$ cat src/rtl/gpld_pkg.sv
// Types, constants and status codes for the grid PLL lock detector.
package gpld_pkg;

  localparam int SAMPLE_WIDTH    = 16;
  localparam int CMP_WIDTH       = ((SAMPLE_WIDTH > 16) ? SAMPLE_WIDTH : 16) + 2;
  localparam int PROD_WIDTH      = SAMPLE_WIDTH + 6;
  localparam int INDEX_WIDTH     = 17;
  localparam int CFG_INDEX_WIDTH = 2;
  localparam int CFG_DATA_WIDTH  = 16;

  typedef logic signed [SAMPLE_WIDTH-1:0] sample_t;

  localparam sample_t SAMPLE_MAX = {1'b0, {(SAMPLE_WIDTH-1){1'b1}}};
  localparam sample_t SAMPLE_MIN = {1'b1, {(SAMPLE_WIDTH-1){1'b0}}};

  localparam logic [1:0] ST_INVALID = 2'd0;
  localparam logic [1:0] ST_PENDING = 2'd1;
  localparam logic [1:0] ST_LOCKED  = 2'd2;
  localparam logic [1:0] ST_UNUSED  = 2'd3;

  localparam logic [CFG_INDEX_WIDTH-1:0] REG_Q_LOCK_MAX    = 2'd0;
  localparam logic [CFG_INDEX_WIDTH-1:0] REG_D_LOCK_MIN    = 2'd1;
  localparam logic [CFG_INDEX_WIDTH-1:0] REG_D_LOCK_MAX    = 2'd2;
  localparam logic [CFG_INDEX_WIDTH-1:0] REG_WINDOW_LENGTH = 2'd3;

  localparam logic [14:0]        RST_Q_LOCK_MAX    = 15'd1000;
  localparam logic signed [15:0] RST_D_LOCK_MIN    = 16'sd0;
  localparam logic signed [15:0] RST_D_LOCK_MAX    = 16'sd32767;
  localparam logic [15:0]        RST_WINDOW_LENGTH = 16'd1000;

  typedef struct packed {
    sample_t d_sample;
    sample_t q_sample;
    sample_t phase_a_sample;
  } in_t;

  typedef struct packed {
    logic [1:0] lock_status;
    logic       window_closed;
  } out_t;

  typedef struct packed {
    logic [14:0]        q_lock_max;
    logic signed [15:0] d_lock_min;
    logic signed [15:0] d_lock_max;
    logic [15:0]        window_length;
  } cfg_t;

endpackage

$ cat src/rtl/grid_pll_lock_detector_core.sv
// Top level of the grid PLL lock detector: channel registers and configuration.
//
//   channel  direction  handshake              payload
//   in_      input      in_valid / in_stall    gpld_pkg::in_t, one grid sample
//   out_     output     out_valid / out_stall  gpld_pkg::out_t, status after the sample
//   cfg_     input      cfg_valid / cfg_ready  cfg_index, cfg_data
//
// One sample is taken per cycle unless in_stall is high; the sample is held in the
// input register; the evaluation between it and the result register sets the rate.
// Synchronous active-low reset restores the register defaults and the invalid state.
// While out_stall holds a result, one more sample can still be taken into the input
// register before in_stall rises.
module grid_pll_lock_detector_core (
  input  logic                                     clk,
  input  logic                                     rst_n,
  input  logic                                     in_valid,
  output logic                                     in_stall,
  input  gpld_pkg::in_t                            in_data,
  output logic                                     out_valid,
  input  logic                                     out_stall,
  output gpld_pkg::out_t                           out_data,
  input  logic                                     cfg_valid,
  output logic                                     cfg_ready,
  input  logic [gpld_pkg::CFG_INDEX_WIDTH-1:0]     cfg_index,
  input  logic [gpld_pkg::CFG_DATA_WIDTH-1:0]      cfg_data
);

  logic           s1_valid_r, s1_valid_nxt;
  gpld_pkg::in_t  s1_data_r;
  logic           out_valid_r, out_valid_nxt;
  gpld_pkg::out_t out_data_r;
  gpld_pkg::cfg_t cfg_r;
  gpld_pkg::out_t result;
  logic           advance, step;

  assign advance  = !out_valid_r || !out_stall;
  assign step     = s1_valid_r && advance;
  assign in_stall = s1_valid_r && !advance;

  assign s1_valid_nxt  = in_stall ? s1_valid_r : in_valid;
  assign out_valid_nxt = advance ? s1_valid_r : out_valid_r;

  assign out_valid = out_valid_r;
  assign out_data  = out_data_r;
  assign cfg_ready = 1'b1;

  gpld_tracker u_tracker (
    .clk    (clk),
    .rst_n  (rst_n),
    .step   (step),
    .sample (s1_data_r),
    .cfg    (cfg_r),
    .result (result)
  );

  always_ff @(posedge clk) begin
    if (!rst_n) begin
      s1_valid_r  <= 1'b0;
      out_valid_r <= 1'b0;
    end else begin
      s1_valid_r  <= s1_valid_nxt;
      out_valid_r <= out_valid_nxt;
    end
  end

  always_ff @(posedge clk) begin
    if (in_valid && !in_stall) begin
      s1_data_r <= in_data;
    end
    if (step) begin
      out_data_r <= result;
    end
  end

  always_ff @(posedge clk) begin
    if (!rst_n) begin
      cfg_r.q_lock_max    <= gpld_pkg::RST_Q_LOCK_MAX;
      cfg_r.d_lock_min    <= gpld_pkg::RST_D_LOCK_MIN;
      cfg_r.d_lock_max    <= gpld_pkg::RST_D_LOCK_MAX;
      cfg_r.window_length <= gpld_pkg::RST_WINDOW_LENGTH;
    end else if (cfg_valid && cfg_ready) begin
      case (cfg_index)
        gpld_pkg::REG_Q_LOCK_MAX:    cfg_r.q_lock_max    <= cfg_data[14:0];
        gpld_pkg::REG_D_LOCK_MIN:    cfg_r.d_lock_min    <= cfg_data;
        gpld_pkg::REG_D_LOCK_MAX:    cfg_r.d_lock_max    <= cfg_data;
        gpld_pkg::REG_WINDOW_LENGTH: cfg_r.window_length <= cfg_data;
        default: ;
      endcase
    end
  end

endmodule

$ cat src/rtl/gpld_tracker.sv
// Window tracking and lock status logic, with the window and status registers.
module gpld_tracker (
  input  logic          clk,
  input  logic          rst_n,
  input  logic          step,
  input  gpld_pkg::in_t  sample,
  input  gpld_pkg::cfg_t cfg,
  output gpld_pkg::out_t result
);

  localparam int W  = gpld_pkg::SAMPLE_WIDTH;
  localparam int CW = gpld_pkg::CMP_WIDTH;
  localparam int PW = gpld_pkg::PROD_WIDTH;
  localparam int IW = gpld_pkg::INDEX_WIDTH;

  logic [1:0]          status_r, status_nxt;
  logic [IW-1:0]       index_r, index_nxt;
  logic [W-1:0]        q_peak_r, q_peak_nxt;
  logic signed [W-1:0] d_low_r, d_low_nxt;
  logic signed [W-1:0] d_high_r, d_high_nxt;

  logic signed [W-1:0]  d_in;
  logic [W-1:0]         q_bits, a_bits, d_bits;
  logic [W-1:0]         abs_q, abs_a;
  logic [W-1:0]         q_pk;
  logic signed [W-1:0]  d_lo, d_hi;
  logic [IW-1:0]        index_inc;
  logic signed [15:0]   dmin, dmax;
  logic signed [CW-1:0] d_lo_x, d_hi_x, dmin_x, dmax_x;
  logic [CW-1:0]        q_pk_x, qmax_x, q2max_x;
  logic [PW-1:0]        a40;
  logic                 bound_broken, bound_inside, phase_ok, closed, clear;
  logic [1:0]           st_a, st_b;
  logic [IW-1:0]        index_a;

  assign d_in   = sample.d_sample;
  assign q_bits = sample.q_sample;
  assign a_bits = sample.phase_a_sample;
  assign d_bits = sample.d_sample;
  assign dmin   = cfg.d_lock_min;
  assign dmax   = cfg.d_lock_max;

  // The most negative sample maps to 2^(W-1), which still fits W unsigned bits.
  assign abs_q = q_bits[W-1] ? (~q_bits + 1'b1) : q_bits;
  assign abs_a = a_bits[W-1] ? (~a_bits + 1'b1) : a_bits;

  assign q_pk      = (abs_q > q_peak_r) ? abs_q : q_peak_r;
  assign d_lo      = (d_in < d_low_r) ? d_in : d_low_r;
  assign d_hi      = (d_in > d_high_r) ? d_in : d_high_r;
  assign index_inc = index_r + 1'b1;

  assign d_lo_x  = CW'(d_lo);
  assign d_hi_x  = CW'(d_hi);
  assign dmin_x  = CW'(dmin);
  assign dmax_x  = CW'(dmax);
  assign q_pk_x  = CW'(q_pk);
  assign qmax_x  = CW'(cfg.q_lock_max);
  assign q2max_x = CW'({cfg.q_lock_max, 1'b0});

  assign bound_broken = (q_pk_x > q2max_x) || (d_lo_x < dmin_x) || (d_hi_x > dmax_x);
  assign bound_inside = (q_pk_x < qmax_x) && (d_lo_x > dmin_x) && (d_hi_x < dmax_x);

  // 40*|a| as two shifts and an add; a negative d can never pass.
  assign a40      = (PW'(abs_a) << 5) + (PW'(abs_a) << 3);
  assign phase_ok = !d_bits[W-1] && (a40 < PW'(d_bits));

  always_comb begin
    st_a    = status_r;
    index_a = index_inc;
    clear   = 1'b0;
    if (status_r == gpld_pkg::ST_LOCKED && bound_broken) begin
      st_a    = gpld_pkg::ST_INVALID;
      index_a = '0;
      clear   = 1'b1;
    end
    closed = (index_a > {1'b0, cfg.window_length});
    st_b   = st_a;
    if (closed) begin
      clear = 1'b1;
      if (st_a != gpld_pkg::ST_LOCKED) begin
        st_b = bound_inside ? gpld_pkg::ST_PENDING : gpld_pkg::ST_INVALID;
      end
    end
    status_nxt = st_b;
    if (st_b == gpld_pkg::ST_PENDING && phase_ok) begin
      status_nxt = gpld_pkg::ST_LOCKED;
    end
    if (clear) begin
      index_nxt  = '0;
      q_peak_nxt = '0;
      d_low_nxt  = gpld_pkg::SAMPLE_MAX;
      d_high_nxt = gpld_pkg::SAMPLE_MIN;
    end else begin
      index_nxt  = index_a;
      q_peak_nxt = q_pk;
      d_low_nxt  = d_lo;
      d_high_nxt = d_hi;
    end
  end

  assign result.lock_status   = status_nxt;
  assign result.window_closed = closed;

  always_ff @(posedge clk) begin
    if (!rst_n) begin
      status_r <= gpld_pkg::ST_INVALID;
      index_r  <= '0;
      q_peak_r <= '0;
      d_low_r  <= gpld_pkg::SAMPLE_MAX;
      d_high_r <= gpld_pkg::SAMPLE_MIN;
    end else if (step) begin
      status_r <= status_nxt;
      index_r  <= index_nxt;
      q_peak_r <= q_peak_nxt;
      d_low_r  <= d_low_nxt;
      d_high_r <= d_high_nxt;
    end
  end

endmodule

$ cat config.mk
export PLATFORM = sky130hd
export DESIGN_NAME = grid_pll_lock_detector_core
export DESIGN_NICKNAME = d
export VERILOG_FILES = /design/src/rtl/gpld_pkg.sv /design/src/rtl/grid_pll_lock_detector_core.sv /design/src/rtl/gpld_tracker.sv
export SDC_FILE = /design/constraint.sdc
export NUM_CORES = 1
export LEC_CHECK = 0
export ABC_CLOCK_PERIOD_IN_PS = 23600
export BUFFER_PORTS_ARGS = -buffer_cell sky130_fd_sc_hd__buf_2
export CAP_MARGIN = 20
export CORE_ASPECT_RATIO = 0.7
export CORE_MARGIN = 4
export CORE_UTILIZATION = 56
export CTS_CLUSTER_DIAMETER = 60
export DETAILED_ROUTE_END_ITERATION = 10
export GPL_ROUTABILITY_DRIVEN = 0
export GPL_TIMING_DRIVEN = 0
export PLACE_DENSITY = 0.74
export SLEW_MARGIN = 10
export SYNTH_ARGS = -nofsm -noshare
export SYNTH_HDL_FRONTEND = slang
export SYNTH_HIERARCHICAL = 1
export SYNTH_SLANG_ARGS = --single-unit
$ cat constraint.sdc
create_clock -name clk -period 23.6 [get_ports clk]
set_clock_uncertainty 0.1 [all_clocks]
set_input_delay 1.18 -clock clk [delete_from_list [all_inputs] [get_ports clk]]
set_output_delay 1.18 -clock clk [all_outputs]
set_load 0.05 [all_outputs]
After elaboration in Yosys (flattened, before gate mapping)

Index checks and enable logic that the tools add are counted.

Flip-flop bits (word level): 183
Latch bits: 0
RAM bits: 0
ROM bits: 0
Input port bits: 71
Output and inout port bits: 6
Logic and storage cells: 77
Memories: 0

$add $sub $neg: 4
Multiply operators: 0
Divide/modulo/power cells: 0
Order comparisons: 11
Equality and inequality tests: 6
Shift operators: 0
Mux-type cells: 17
Bitwise gates (word level): 2
Reduce and logical (&&, ||, !) cells: 21

Operators by type and width:

| operator                | number |
|---|---|
| $mux W16                | 8 |
| $gt A16 B16 Y1          | 5 |
| $lt A16 B16 Y1          | 3 |
| $mux W17                | 2 |
| $add A16 B1 Y16 const B | 2 |
| $not A16 Y16            | 2 |
| $add A21 B19 Y22        | 1 |
| $lt A22 B16 Y1          | 1 |
| $add A17 B1 Y17 const B | 1 |
| $gt A17 B16 Y1          | 1 |
| $lt A16 B15 Y1          | 1 |
| $logic_and A1 B1 Y1     | 8 |
| $mux W2                 | 4 |
| $reduce_and A2 Y1       | 4 |
| $eq A2 B2 Y1 const B    | 3 |
| $logic_not A1 Y1        | 5 |
| $eq A2 B1 Y1 const B    | 2 |
| $logic_or A1 B1 Y1      | 3 |
| $mux W1                 | 3 |
| $logic_not A2 Y1        | 1 |
| $ne A2 B2 Y1 const B    | 1 |

Logic depth before layout (Yosys ltp)

Gate-level depths: netlist of run 1.

Depth in word-level cells: 16
Gate-level depth with buffers: 40
Mapped depth without buffers: 34

By module

Netlist of run 1, hierarchy kept.

Modules (own cells, without submodules):

| module                      | instances | cells each | area an instance (um^2) | sequential area each (um^2) |
|---|---|---|---|---|
| gpld_tracker                | 1         | 1025       | 7895.1                  | 1341.3 |
| grid_pll_lock_detector_core | 1         | 307        | 4117.7                  | 2832.7 |

Worst setup path after synthesis of run 1

No wires, ideal clock.

Path type: reg-to-reg
Start point: register s1_data_r[16] (netlist name)
End point: register u_tracker.d_high_r[15]
Setup time: 0.127 ns
Arrival time: 7.738 ns
Required time: 23.373 ns
Slack: 15.635 ns
Cell stages (with the launch flop): 39
Buffers on the path: 6
Period minus slack after synthesis: 7.965 ns
Path through: edfxtp_1 or2_2 or4_1 or3_1 o41ai_1 xnor2_1 ha_1 nand4_1 nor4_1 o21ai_0 a31oi_1 clkbuf_1 nand2_1 o21ai_0 ha_1 a211oi_1 nand2_1 o221ai_1 [... 3 more ...] o311a_1 buf_2 buf_1 nor2_1 ha_1 a211o_1 a21oi_1 a221o_1 o2bb2ai_1 a31oi_1 and2b_2 clkbuf_1 nand3_1 or2_1 buf_2 nor2_4 buf_4 a22oi_1

Word-level cells in the longest chain between the ends: 13
Elaborated cells between the ends (all ways): 14
Those cells by class: add/sub: 1; order compare: 3; mux: 6; bitwise: 1; reduce/logical: 3

Ends and longest elaborated chain:

| element                            | RTL line                          | text |
|---|---|---|
| start: declaration                 | grid_pll_lock_detector_core.sv:29 | `gpld_pkg::in_t s1_data_r;` |
| start signal: assignment           | grid_pll_lock_detector_core.sv:68 | `s1_data_r <= in_data;` |
| $not A16 Y16                       | gpld_tracker.sv:44                | `assign abs_q = q_bits[W-1] ? (~q_bits + 1'b1) : q_bits;` |
| $add A16 B1 Y16                    | gpld_tracker.sv:44                |  |
| $mux W16 *                         | gpld_tracker.sv:44                |  |
| $gt A16 B16 Y1                     | gpld_tracker.sv:47                | `assign q_pk = (abs_q > q_peak_r) ? abs_q : q_peak_r;` |
| $mux W16 *                         | gpld_tracker.sv:47                |  |
| $gt A16 B16 Y1 *                   | gpld_tracker.sv:60                | `assign bound_broken = (q_pk_x > q2max_x) \|\| (d_lo_x < dmin_x) \|\| (d_hi_x > dmax_x);` |
| $logic_or A1 B1 Y1 * (2 in series) | gpld_tracker.sv:60                |  |
| $logic_and A1 B1 Y1 *              | gpld_tracker.sv:71                | `if (status_r == gpld_pkg::ST_LOCKED && bound_broken) begin` |
| $mux W17                           | gpld_tracker.sv:71                |  |
| $gt A17 B16 Y1                     | gpld_tracker.sv:76                | `closed = (index_a > {1'b0, cfg.window_length});` |
| $mux W1 *                          | gpld_tracker.sv:78                | `if (closed) begin` |
| $mux W16 *                         | gpld_tracker.sv:88                | `if (clear) begin` |
| end signal: assignment             | gpld_tracker.sv:110               | `d_high_r <= gpld_pkg::SAMPLE_MIN;` |
| end signal: assignment             | gpld_tracker.sv:116               | `d_high_r <= d_high_nxt;` |
| end: declaration                   | gpld_tracker.sv:20                | `logic signed [W-1:0] d_high_r, d_high_nxt;` |

Every way passes the cells marked *; elsewhere a longest branch is shown, timed or not.
A chain may end at the register's enable or synchronous reset.

Worst setup path in the final report of run 1

Start point: register s1_data_r[16] (netlist name)
End point: register u_tracker.d_high_r[9]

The elaborated chain is that of the path after synthesis.

==> results of run 1 <==
## metrics by stage
| stage | instances | hold WS, ns |
|---|---|---|
| 3_5_place_dp | 1685 | 0.348 |
| 4_1_cts | 1717 | 0.363 |
| 3_3_place_gp | 1683 | 0.344 |
| 5_1_grt | 1717 | 0.376 |
| 2_1_floorplan | 1332 | 0.335 |
| 6_report | 1717 | 0.363 |
## cells in the final DEF, fill, tap and decap left out, types with 5 or more instances in the layout
cell type	instances
buf_2	93
o31ai_1	11
a31oi_1	11
xnor2_1	39
dfxtp_1	132
ha_1	154
clkbuf_1	21
o21a_1	13
nand2b_1	11
mux2_2	5
a211oi_1	8
mux2i_1	70
clkinv_8	7
a21oi_1	49
a21o_1	20
a22o_1	17
nand4b_1	9
o21ai_0	90
inv_1	143
and3_1	5
buf_4	7
xor2_1	11
nor2_1	59
a2bb2oi_1	14
clkbuf_16	18
or3_1	10
and4_1	5
nor2b_1	41
nor3_1	11
nand4_1	22
nor4_1	5
o21bai_1	5
nand3_1	23
edfxtp_1	51
nand2_1	145
o211ai_1	15
## Yosys cell counts (3+ instances only)
library cell / count
buf_2: 18
nand4b_1: 9
nand2b_1: 11
o211ai_1: 15
o21ai_0: 90
a221o_1: 3
nor4_1: 5
nor3_1: 11
nand2_1: 145
and2_1: 4
mux2i_1: 70
o21bai_1: 5
and3_1: 5
a22o_1: 17
and4_1: 5
nand4_1: 22
nor2_1: 59
xnor2_1: 39
o21a_1: 13
nand3_1: 23
clkbuf_1: 21
buf_4: 6
dfxtp_1: 132
or3_1: 10
inv_1: 143
a31oi_1: 11
a211o_1: 4
mux2_2: 5
or4_1: 4
a2bb2oi_1: 14
edfxtp_1: 51
o41ai_1: 3
a21oi_1: 49
nor2b_1: 42
or2_2: 4
o31ai_1: 11
a21o_1: 20
nand3b_1: 3
a211oi_1: 8
ha_1: 154
xor2_1: 11
## cell type report
cell class / instances / area [sq um] / area share (%)
buffer: 49 / 245 / 1.83
clock buffer: 18 / 450 / 3.36
clock inverter: 14 / 193 / 1.44
inverter: 143 / 537 / 4.00
multi-input combinational: 957 / 7060 / 52.7
sequential: 183 / 4170 / 31.1
tap: 276 / 345 / 2.57
timing repair buffer: 77 / 403 / 3.00
## worst max-delay path by stage
stage | start | end | slack [ns]
finish | s1_data_r[16] | u_tracker/d_high_r[9] | 13.08
global route | s1_data_r[16] | u_tracker/d_high_r[15] | 12.57
CTS | s1_data_r[16] | u_tracker/d_high_r[9] | 13.49
detailed placement | s1_data_r[16] | u_tracker/d_high_r[15] | 13.56
global placement | s1_data_r[16] | u_tracker/d_high_r[15] | 13.67
floorplan | s1_data_r[16] | u_tracker/d_high_r[15] | 15.63
## power groups by stage
stage / Combinational (W) / Sequential [W] / Clock [W]
2_1_floorplan: 0.000153 / 0.000353 / 0
4_1_cts: 0.000213 / 0.000348 / 0.000308
3_3_place_gp: 0.000202 / 0.000356 / 0
3_5_place_dp: 0.000209 / 0.000355 / 0
5_1_grt: 0.000242 / 0.000350 / 0.000321
6_report: 0.000218 / 0.000348 / 0.000305
## layer usage
metal | share of wire (%) | wire length, um
met4 | 0.68 | 214
met1 | 51 | 16000
met5 | 0 | 0
met3 | 9.6 | 3020
met2 | 39 | 12100
## critical path, delay by kind of cell, from the launching register on
kind                       cells  cell delay (ns)
buffers and inverters          5             1.60
xor gates and xnor gates       1             0.14
adders and majority gates      3             1.02
and+or+nand+nor               13             3.78
AOI/OAI and AO/OA             14             3.36
DFF                            1             0.43
## cell families (layout without fill, tap and decap cells)
group	Yosys count	after routing
adder cells (fa/ha/maj)	155	155
AO/OA/AOI/OAI	291	291
AND/OR/NAND/NOR	385	385
multiplexers	75	75
XOR/XNOR	50	50
other	1	1
flip-flops	183	183
buffers and inverters	192	301
## sequential cells by signal (all words and copies together) (netlist names)
name                flops
cfg_r                  63
out_valid               1
out_data                3
u_tracker/index_r      17
u_tracker/d_low_r      16
u_tracker/status_r      2
u_tracker/q_peak_r     16
s1_data_r              48
u_tracker/d_high_r     16
s1_valid_r              1
==> impl_metrics.toml, run 1 <==
[global_routing]
busiest_layer = "met1"
antenna_found_initial = 0
grt_use_total_pct = 26.0
grtUsageMet1_pct = 41.5
grt_pass1_wl_um = 49100
met2_usage_pct = 35.6
grt_max_degree = 32
grt_pass1_vias = 9285
grtUsageMet3_pct = 6.14
grt-ovfl-total = 0

[cts]
htreeDepth = 4
clock_latency_ns = 0.45
clkTransAtPathRegs_ns = 0.08
cts_hold_buffers = 0
cts_buffer_depth = 2
ctsRootBufferMaster = "clkbuf_16"
cts_tree = "done"
post_cts_buffers = 0
ctsResizeCount = 0
clock-sinks = 183
cts-buffers-inserted = 17

[placement]
io_buffers = 75
hpwlAfterDp_um = 24800
post-place-ws_ns = 13.56
dpl_cell_area_sq_um = 12800

[logic_synthesis]
synth_simple_gate_area_share_pct = 16.5
synth_edf_count = 51
synthesis.area_sq_um = 12000
seq_area_frac_synth_pct = 34.7
synth_warnings = 6
synth-seq-cells = 183
yosys.area_share.xor_xnor_pct = 3.65
ys_top_cells_by_area = "dfxtp_1 (22%), ha_1 (16%), edfxtp_1 (13%)"
synth-main-ff-cell = "dfxtp_1"
syn_area_per_cell_sq_um = 9.02
synthCells = 1332
synth_top_family_by_area = "simple AND/OR/NAND/NOR gates"
synth_cell_types = 87
synthAdderAreaFrac_pct = 16.2
synth_compound_area_share_pct = 16.0
async_flop_share_pct = 0
synth_mux_area_share_pct = 6.30
synth_top_area_cell = "dfxtp_1"
syn_nets = 1558
netlist.area_leader.share_pct = 22.0

[hold_path]
worstHoldStart = "cfg_r[50]"
hp-class = "flop to flop"
hold_end = "cfg_r[50]"
worstHoldPathCells = 2

[power_and_ir_drop]
power_frac_seq_pct = 40.0
p_int_w = 0.000579
combPwrFrac_pct = 25.0
swShare_pct = 33.6
p_clk_share_pct = 35.0
p_leak_nw = 6.12
power.density_nw_per_um2 = 65.0
power_switching_w = 0.000293
finalPower_w = 0.000872
max-vdd-ir-drop_mv = 0.0562

[layout]
num-fill-cells = 1764
fin_area_sq_um = 13400
syn_to_final_growth_pct = 11.6
diodes = 0
fin_util_pct = 64.1
drive_gt1_share_pct = 11.4
nNetsFinal = 1654

[sta]
max_freq_mhz = 95.1
setup_viol = 0
hold_viol = 0
fin_crit_sh_pct = 44.6
tns_ns = 0
worstMarginPinSlew_ns = 1.00
finalWorstSetupSlack_ns = 13.08
period_needed_ns = 10.52
maxSlewViolCount = 0
slew_headroom_pct = 32.9
rsz0062_at_grt = "false"

[routing]
dr.pass1.iters = 7
vias_per_cell = 5.88
ant_nets = 0
wl_per_cell_um = 18.3
dr.first_iter.drc_count = 935
remaining_drc_errors = 0
vias = 10104
drt_wl_total_um = 31400

[worst_setup_path]
endpoint_kind = "flop"
slowest_delay_ns = 0.60
worstPathRequired_ns = 23.89
path_class = "flop to flop"
r2r_end = "u_tracker/d_high_r[9]"
arrival_ns = 10.81
r2r_cells = 36
rrSetupSlack_ns = 13.08
r2r-start = "s1_data_r[16]"
critPathLaunchType = "flop"
crit_top_cell = "nor2_1"
crit_path_top_delay_cell = "nor4_1"
path_max_fanout = 10

[floorplanning]
die_w_um = 183
coreArea_sq_um = 20900
io_pins = 77
die_area_sq_um = 23900
die_h_um = 131
placementRows = 44
initial_utilization_pct = 57.4

[outcome]
status = "completed"

[job]
max_cap_violations = 0
Note: power is estimated with default switching activity, not from simulation.
==> run 2: changes to the inputs <==
Settings changed: ABC_CLOCK_PERIOD_IN_PS 23600 to 10100.
Clock period 23.6 ns to 10.1 ns, I/O delays scaled along.
==> run 2 against run 1 <==
  * Via count up 0.62%
  * Sequential power up 130%
  * Critical path type unchanged
  * Largest cell class unchanged
  * Clock-buffer cell count unchanged
  * Clock power up 130%
  * Utilization up 0.20 points
  * First-iteration DRC count down 0.86%
  * Die area unchanged
  * Sequential share of layout area down 0.096 points
  * Combinational power up 140%
  * Global-route usage about the same
==> impl_metrics.toml, run 2 (same netlist as run 1, synthesis figures left out) <==
[sta]
fin_crit_sh_pct = 94.2
fin_hold_ws_ns = 0.127
worstMarginPinSlew_ns = 0.925
period_needed_ns = 9.51
finalWorstSetupSlack_ns = 0.589
max_freq_mhz = 105
setup_viol = 0
slew_headroom_pct = 37.9
maxSlewViolCount = 0
hold_viol = 0

[worst_setup_path]
path_class = "flop to flop"
crit_top_cell = "nor2_1"
path_max_fanout = 10
worstPathRequired_ns = 10.34
arrival_ns = 9.75
crit_path_top_delay_cell = "or4_1"
critPathLaunchType = "flop"
endpoint_kind = "flop"
slowest_delay_ns = 0.53

[layout]
largestRegisters = "cfg_r (63), s1_data_r (48), u_tracker/index_r (17)"
regMostFlops = "cfg_r"
num-fill-cells = 1754
syn_to_final_growth_pct = 12.0
seq_area_sq_um = 4170
multi_input_area_sq_um = 7100
diodes = 0
nNetsFinal = 1653
final_cell_mix = "ha_1 (154), nand2_1 (145), inv_1 (143)"
largest_reg_flops = 63
drive_gt1_share_pct = 11.9
layout_commonest_cell = "ha_1"
stdcell_count = 1716

[hold_path]
hp-class = "input port to flop"

[global_routing]
grt_use_total_pct = 26.0
grt_pass1_vias = 9295
antenna_found_initial = 0
grt_pass1_wl_um = 49200
grt_max_degree = 32
grt-ovfl-total = 0

[cts]
clkTransAtPathRegs_ns = 0.08
ctsRootBufferMaster = "clkbuf_16"
clock_latency_ns = 0.45
cts_buffer_depth = 2
cts-buffers-inserted = 17
htreeDepth = 4
cts_hold_buffers = 0
post_cts_buffers = 0
cts_tree = "done"
clock-sinks = 183

[placement]
io_buffers = 75
dp_cells = 1685
hpwlAfterDp_um = 24800
post-place-ws_ns = 0.0646

[power_and_ir_drop]
combPwrFrac_pct = 25.2
swShare_pct = 33.6
power.density_nw_per_um2 = 151
max-vdd-ir-drop_mv = 0.131
finalPower_w = 0.00204
power_switching_w = 0.000684
power_frac_seq_pct = 40.0
p_leak_nw = 6.15
p_clk_share_pct = 34.9
p_int_w = 0.00135

[routing]
drt_wl_total_um = 31400
vias_per_cell = 5.92
vias = 10167
dr.pass1.iters = 5
dr.first_iter.drc_count = 927
wl_per_cell_um = 18.3
remaining_drc_errors = 0
ant_nets = 0

[floorplanning]
io_pins = 77
die_area_sq_um = 23900
initial_utilization_pct = 57.4
die_h_um = 131
die_w_um = 183
coreArea_sq_um = 20900
placementRows = 44

[outcome]
status = "completed"

[job]
max_cap_violations = 0
-- run 2: cell types whose count changed in the layout (fill, tap and decap cells not counted), sizes merged --
| cell | previous run | this run |
|---|---|---|
| buf | 104 | 103 |
-- run 2: worst paths after layout --
path	cells after the start	slack (ns)	end	start
min	1	0.13	s1_data_r[22]	in_data[22]
max reg2reg	36	0.59	u_tracker/index_r[4]	s1_data_r[16]
max	36	0.59	u_tracker/index_r[4]	s1_data_r[16]
min reg2reg	2	0.36	cfg_r[50]	cfg_r[50]
-- run 2: repair_timing --
action / in CTS / in global routing
pin swaps: 0 / 0
resized for setup: 1 / 15
endpoints found under the setup margin: 5 / 67
-- run 2: area by class of cell --
type	instances	area share, %
timing repair buffer	77	2.99
buffer	48	1.84
tap	276	2.57
inverter	143	3.99
clock inverter	14	1.43
multi-input combinational	957	52.8
clock buffer	18	3.35
sequential	183	31.0
-- run 2: worst max-delay path, delay by kind of cell, from the launching register on --
| kind | cells | cell delay [ns] |
|---|---|---|
| buffers and inverters | 5 | 1.28 |
| xor gates and xnor gates | 1 | 0.14 |
| adders and majority gates | 3 | 1.00 |
| and+or+nand+nor | 13 | 3.37 |
| DFF | 1 | 0.43 |
| AOI/OAI and AO/OA | 14 | 3.03 |
-- run 2: power by group through the flow --
stage | Clock [W] | Combinational (W) | Sequential (W)
final | 0.000710 | 0.000513 | 0.000814
after global routing | 0.000751 | 0.000569 | 0.000818
after global placement | 0 | 0.000472 | 0.000831
after detailed placement | 0 | 0.000488 | 0.000830
after floorplan | 0 | 0.000357 | 0.000825
after CTS | 0.000719 | 0.000499 | 0.000813
-- run 2: per-layer routing --
metal	global-route usage [%]	up-vias	wire, um
li1	-	4932	-
met1	41.7	4829	16000
met2	35.7	382	12100
met3	5.87	24	3010
met4	4.60	0	216
met5	0	-	0
-- run 2: through the flow --
| step | TNS [ns] | instance area [sq um] | utilization, % |
|---|---|---|---|
| detailed placement | 0 | 12800 | 61.0 |
| global placement | 0 | 12700 | 60.9 |
| CTS | 0 | 13400 | 64.1 |
| finish | 0 | 13500 | 64.3 |
| global route | -0.114 | 13500 | 64.3 |
| floorplan | 0 | 12000 | - |
==> run 3: changes to the inputs <==
Settings changed: CORE_MARGIN 4 to 2.
==> run 3 against run 2 <==
  * Clock-buffer cell count shrank 1
  * Global-route usage grew 2.0 points
  * Critical endpoint is now u_tracker/d_high_r[15]
  * Worst hold slack worse by 0.0016 ns
  * Clock power down 7.7%
  * Highest routed layer unchanged
  * Critical path type unchanged
  * Design area shrank 0.46%
  * Worst setup slack gained 0.14 ns
  * Die area decreased by 5.2%
  * Largest power group unchanged
==> impl_metrics.toml, run 3 (same netlist as run 1, synthesis figures left out) <==
[layout]
nNetsFinal = 1655
num-fill-cells = 1783
diodes = 0
drive_gt1_share_pct = 12.0
regMostFlops = "cfg_r"
largestRegisters = "cfg_r (63), s1_data_r (48), u_tracker/index_r (17)"
final_cell_mix = "ha_1 (154), nand2_1 (145), inv_1 (143)"
layout_commonest_cell = "ha_1"
syn_to_final_growth_pct = 11.5
largest_reg_flops = 63

[sta]
max_freq_mhz = 107
setup_viol = 0
hold_viol = 0
fin_crit_sh_pct = 92.8
maxSlewViolCount = 0
rsz0062_at_grt = "false"
period_needed_ns = 9.37
slew_headroom_pct = 37.6
worstMarginPinSlew_ns = 0.930
tns_ns = 0

[routing]
wl_per_cell_um = 18.1
dr.first_iter.drc_count = 1060
ant_nets = 0
vias = 9978
drt_wl_total_um = 31000
remaining_drc_errors = 0
vias_per_cell = 5.81
dr.pass1.iters = 5

[floorplanning]
io_pins = 77
die_area_sq_um = 22700
initial_utilization_pct = 57.6
placementRows = 44
coreArea_sq_um = 20900
die_h_um = 127
die_w_um = 179

[cts]
htreeDepth = 4
clock_latency_ns = 0.45
clkTransAtPathRegs_ns = 0.08
ctsRootBufferMaster = "clkbuf_16"
cts_hold_buffers = 0
clock-sinks = 183
cts_tree = "done"
cts_buffer_depth = 2
cts-buffers-inserted = 17

[global_routing]
grt-ovfl-total = 0
grt_pass1_vias = 9260
grt_max_degree = 32
antenna_found_initial = 0
grt_use_total_pct = 28.1
grt_pass1_wl_um = 49100

[worst_setup_path]
crit_path_top_delay_cell = "or4_1"
critPathLaunchType = "flop"
timing.critical_path.buf_inv = 5
arrival_ns = 9.57
endpoint_kind = "flop"
path_max_fanout = 10
path_class = "flop to flop"
worstPathRequired_ns = 10.30
slowest_delay_ns = 0.52
crit_family = "simple AND/OR/NAND/NOR gates"

[power_and_ir_drop]
p_leak_nw = 6.13
max-vdd-ir-drop_mv = 0.131
finalPower_w = 0.00198
power.density_nw_per_um2 = 148

[placement]
io_buffers = 75
hpwlAfterDp_um = 24700

[hold_path]
hp-class = "input port to flop"

[outcome]
status = "completed"

[job]
max_cap_violations = 0
==> run 3: timing repair <==
item	4_1_cts	5_1_grt
setup buffers	0	2
setup endpoints to repair	0	67
gates resized for setup	0	15
==> run 3: area by class of cell <==
type,instances,area (sq um),area share (%)
plain buffers,48,246,1.84
inverters,143,537,4.01
multi-input cells,957,7110,53.1
clock inverters,15,138,1.03
repair buffers,79,415,3.10
clock buffers,17,425,3.18
well taps,276,345,2.58
flip-flops and latches,183,4170,31.2
==> run 3: final timing paths <==
path	start	to	slack (ns)	cells past startpoint
worst max-delay path	s1_data_r[16]	u_tracker/d_high_r[15]	0.73	36
worst min-delay path	in_data[31]	s1_data_r[31]	0.13	1
worst max register to register	s1_data_r[16]	u_tracker/d_high_r[15]	0.73	36
worst min register to register	cfg_r[59]	cfg_r[59]	0.36	2
==> run 3: power by group <==
| part | internal (W) | leakage, nW | switching [W] |
|---|---|---|---|
| Combinational | 0.000210 | 4.27 | 0.000304 |
| Clock | 0.000326 | 0.282 | 0.000329 |
| Sequential | 0.000788 | 1.57 | 0.0000260 |
==> run 3: routing by layer <==
layer	vias to the layer above	GRT usage, %	share of wire, %
met5	-	0	0
met4	0	5.98	1.0
met3	29	8.69	9.5
met2	330	36.2	37
met1	4689	44.7	52
li1	4930	-	-
==> run 3: per-stage QoR <==
step / util (%) / instances / setup slack, ns / instance area [sq um] / hold WS, ns
after floorplan: - / 1332 / 2.13 / 12000 / 0.335
after global placement: 61.0 / 1683 / 0.217 / 12700 / 0.343
after detailed placement: 61.2 / 1685 / 0.181 / 12800 / 0.351
after CTS: 63.9 / 1717 / 0.0750 / 13300 / 0.109
after global routing: 64.2 / 1718 / 0.220 / 13400 / 0.111
final: 64.2 / 1718 / 0.731 / 13400 / 0.125
